[config.mk]
export PLATFORM = sky130hd
export DESIGN_NAME = xlz_front
export DESIGN_NICKNAME = d
export VERILOG_FILES = /design/src/rtl/xlz_pkg.sv /design/src/rtl/xlz_front.sv
export SDC_FILE = /design/constraint.sdc
export NUM_CORES = 1
export LEC_CHECK = 0
export BUFFER_PORTS_ARGS = -buffer_cell sky130_fd_sc_hd__clkbuf_2
export CAP_MARGIN = 25
export CORE_MARGIN = 2
export CORE_UTILIZATION = 44
export CTS_CLUSTER_SIZE = 24
export DETAILED_ROUTE_END_ITERATION = 10
export PLACE_DENSITY = 0.72
export SYNTH_ARGS = -nofsm -noshare
export SYNTH_HDL_FRONTEND = slang
export SYNTH_SLANG_ARGS = --single-unit
[constraint.sdc]
create_clock -name i_clk -period 1.7 [get_ports i_clk]
set_clock_uncertainty 0.2 [all_clocks]
set_input_delay 0.17 -clock i_clk [delete_from_list [all_inputs] [get_ports i_clk]]
set_output_delay 0.17 -clock i_clk [all_outputs]
set_load 0.005 [all_outputs]
[src/rtl/xlz_pkg.sv]
// Shared types and constants for the Xpress LZ77 decompressor.
// No dependencies; every other file imports this package.
package xlz_pkg;

    localparam int unsigned CountW = 17;

    typedef enum logic [2:0] {
        ST_OK        = 3'd0,
        ST_COPY_BUSY = 3'd1,
        ST_BAD_DIST  = 3'd2,
        ST_TRUNCATED = 3'd3,
        ST_PAST_LIM  = 3'd4
    } t_status;

    typedef enum logic {
        KIND_BYTE = 1'b0,
        KIND_TICK = 1'b1
    } t_kind;

    typedef struct packed {
        t_kind      kind;
        logic [7:0] data;
        logic       last;
    } t_item;

    typedef enum logic [9:0] {
        PH_FLAG0    = 10'b00_0000_0001,
        PH_FLAG1    = 10'b00_0000_0010,
        PH_FLAG2    = 10'b00_0000_0100,
        PH_FLAG3    = 10'b00_0000_1000,
        PH_DATA     = 10'b00_0001_0000,
        PH_TOK_HI   = 10'b00_0010_0000,
        PH_NIBBLE   = 10'b00_0100_0000,
        PH_EXT_BYTE = 10'b00_1000_0000,
        PH_EXT16_LO = 10'b01_0000_0000,
        PH_EXT16_HI = 10'b10_0000_0000
    } t_phase;

    localparam logic [1:0] RegOutputLimit = 2'd0;

endpackage

[src/rtl/xlz_front.sv]
// Input side of the decompressor: a two-entry queue that takes requests and
// tags them as compressed bytes or copy ticks. Depends on xlz_pkg.
module xlz_front
    import xlz_pkg::*;
(
    input  logic       i_clk,
    input  logic       i_rst_n,
    input  logic       i_valid,
    output logic       o_ready,
    input  logic       i_req_type,
    input  logic [7:0] i_in_byte,
    input  logic       i_in_last,
    output logic       o_item_valid,
    input  logic       i_item_ready,
    output t_item      o_item
);

    t_item      r_mem [2];
    logic       r_wp, r_rp;
    logic [1:0] r_cnt;
    logic       push, pop;
    t_item      in_item;

    always_comb begin
        in_item.kind = i_req_type ? KIND_TICK : KIND_BYTE;
        in_item.data = i_in_byte;
        in_item.last = i_in_last;
    end

    assign o_ready      = (r_cnt != 2'd2);
    assign o_item_valid = (r_cnt != 2'd0);
    assign o_item       = r_mem[r_rp];
    assign push         = i_valid && o_ready;
    assign pop          = o_item_valid && i_item_ready;

    always_ff @(posedge i_clk) begin
        if (!i_rst_n) begin
            r_wp  <= 1'b0;
            r_rp  <= 1'b0;
            r_cnt <= 2'd0;
        end else begin
            if (push) r_wp <= ~r_wp;
            if (pop) r_rp <= ~r_rp;
            case ({push, pop})
                2'b10:   r_cnt <= r_cnt + 2'd1;
                2'b01:   r_cnt <= r_cnt - 2'd1;
                default: r_cnt <= r_cnt;
            endcase
        end
    end

    always_ff @(posedge i_clk) begin
        if (push) r_mem[r_wp] <= in_item;
    end

endmodule

==> reports/results.ini <==
[final_layout]
layout_commonest_cell=clkbuf_2
antennaDiodeCount=0
mostFrequentLayoutCells=25 x clkbuf_2, 20 x edfxtp_1, 12 x dlygate4sd3_1
area_growth_pct=44.1
drive_gt1_frac=0.567
finalNetCount=120
nFillCells=154
fin_area_sq_um=1370

[timing]
rsz0062_at_grt=no
slew_violations=0
finalSetupViolations=0
finalHoldViolations=0
setup_ws_ps=51.3
finalSetupTns_ps=0
period_needed_ps=1650
max_slew.worst_pin.slew_ps=252
fin_crit_sh=0.970
fmax_mhz=607
holdWs_ps=186
relSlewSlack=0.830

[clock_network]
clk_pin_slew_ps=120
clock_sinks=25
ctsRootBufferMaster=clkbuf_4
clock_latency_ps=300
cts_buffers=3
cts_tree=done
h-tree-depth=1
clock_path_buffers=2

[setup_path]
cp-start-kind=primary input
critPathTopFamily=buffers and inverters
reg2reg_slack_ps=80
r2r_cells=5
crit_chain=dlygate4sd3_1, clkbuf_2, nand2_2, ha_4, xnor2_2, or3_4, a21boi_2
critPathSlowestCell=dlygate4sd3_1
arrival_ps=1690
cp_slowest_stage_delay_ps=520
crit_path_max_fanout=4
timing.critical_path.buf_inv=2
crit_required_ps=1740
critPathCaptureType=flop
crit_type=primary input to flop
r2r-start=r_cnt[1]$_SDFFE_PN0P_
rr_endpoint=r_cnt[1]$_SDFFE_PN0P_

[global_route]
grt_pass1_vias=592
grt_overflow=0
grt_max_degree=14
antenna_found_initial=0
grt_pass1_wl_um=2520
grt_usage=0.138

[synth]
yosysUniqueCellTypes=20
yosysSeqAreaShare=0.735
syn_area_sq_um=953
synth_seq_cells=25
syn_inst=55
avgSynthCellArea_sq_um=17.3
ys_warn_count=0
syn-num-nets=70

[pwr]
p_per_area_nw_per_um2=1320
p_leak_nw=0.546
peakVddDrop_mv=0.848
power_mw=1.82

[detailed_routing]
drc=0
drt_wl_total_um=1580
drtPass1Iterations=3
drt_iter0_drc=10
wl_per_cell_um=12.1
viasPerCell=4.67
antenna_left=0
vias=612

[place]
place_congestion=0.674
pre_cts_ws_ps=18.0
place_area_sq_um=1170
hpwl_um=1110
io_buffers=25

[flow_run]
cap_violations=0

[floorplanning]
rows=16
die_w_um=50.6
core-area_sq_um=2000
fp.dieH_um=50.6
io-pin-count=26
initial_core_util=0.476
die_area_sq_um=2560

[hold_path]
min_path_type=primary input to flop
worstHoldStart=i_item_ready
hold_end=r_rp$_SDFFE_PN0P_
min_path_cells=5

[run_status]
status=completed

[power breakdown]
| group | switching, mW | total, mW | leakage, nW | internal [mW] |
|---|---|---|---|---|
| Clock | 0.155 | 0.246 | 0.0150 | 0.0914 |
| Sequential | 0.0583 | 0.853 | 0.230 | 0.794 |
| Combinational | 0.284 | 0.719 | 0.302 | 0.434 |
[state kept, by name (all words and copies together), names as in the netlist, named ones only]
signal and cells:
r_rp 1, r_cnt 2, r_wp 1, r_mem 20
[layer usage]
metal  vias up  share of wire  global-route usage
met5         -              0                   0
met4         0          0.018              0.0676
met3         4          0.037              0.0268
met2        15           0.53               0.246
met1       293           0.42               0.158
li1        300              -                   -
[worst max path at each step]
stage | startpoint | end | slack [ps] | cells past startpoint
after CTS | i_valid | r_cnt[1]$_SDFFE_PN0P_ | 20 | 6
after global placement | r_cnt[0]$_SDFFE_PN0P_ | r_cnt[1]$_SDFFE_PN0P_ | 130 | 5
after global routing | r_cnt[0]$_SDFFE_PN0P_ | r_cnt[1]$_SDFFE_PN0P_ | 10 | 6
final | i_valid | r_cnt[1]$_SDFFE_PN0P_ | 50 | 7
after floorplan | r_cnt[0]$_SDFFE_PN0P_ | r_cnt[1]$_SDFFE_PN0P_ | 10 | 5
after detailed placement | r_cnt[0]$_SDFFE_PN0P_ | r_cnt[1]$_SDFFE_PN0P_ | 20 | 5
[worst register-to-register path, delay by kind of cell (launching register included)]
kind | cells | cell delay, ps
AND/OR/NAND/NOR | 1 | 370
XOR/XNOR | 1 | 130
adder cells (fa/ha/maj) | 1 | 160
AO/OA/AOI/OAI | 2 | 320
flip-flops | 1 | 390
[what timing repair did]
action	in CTS	in global routing
endpoints found under the setup margin	1	2
gates resized for setup	1	10
pin swaps	0	3
hold buffers	12	0
buffers inserted	0	1
endpoints found under the hold margin	25	0
[area by class of cell]
class,instances,area (sq um),share of cell area
Clock buffer,4,26.3,0.0191
Sequential cell,25,707,0.515
Tap cell,27,33.8,0.0246
Timing Repair Buffer,46,313,0.228
Inverter,1,3.75,0.00273
Multi-Input combinational cell,28,290,0.211
[cell usage after synthesis]
cell / n / area share
a21bo_2: 1 / 0.010
a21boi_0: 1 / 0.0079
a21boi_1: 1 / 0.0079
and2_1: 1 / 0.0066
and3_1: 1 / 0.0066
buf_2: 1 / 0.0052
dfxtp_1: 5 / 0.10
edfxtp_1: 20 / 0.63
ha_1: 1 / 0.013
inv_1: 1 / 0.0039
mux2_2: 10 / 0.12
nand2_1: 1 / 0.0039
nand2b_1: 1 / 0.0066
nand3b_1: 1 / 0.0079
nor2b_1: 2 / 0.013
o21a_1: 1 / 0.0079
o21ai_0: 1 / 0.0052
or2_2: 1 / 0.0066
or3_1: 1 / 0.0066
xnor2_1: 3 / 0.028
[kinds of logic after synthesis]
logic type	after synthesis	share of synthesized area
AO/OA/AOI/OAI	5	0.0394
XOR/XNOR	3	0.0276
adder cells (fa/ha/maj)	1	0.0131
buffers and inverters	2	0.00918
flip-flops	25	0.735
multiplexers	10	0.118
AND/OR/NAND/NOR	9	0.0578
[per-stage QoR]
step / cells / utilization
after floorplan: 55 / -
after global placement: 114 / 0.583
after detailed placement: 114 / 0.583
after CTS: 130 / 0.657
after global routing: 131 / 0.686
final: 131 / 0.686
Power figures use the tool's default switching activity.
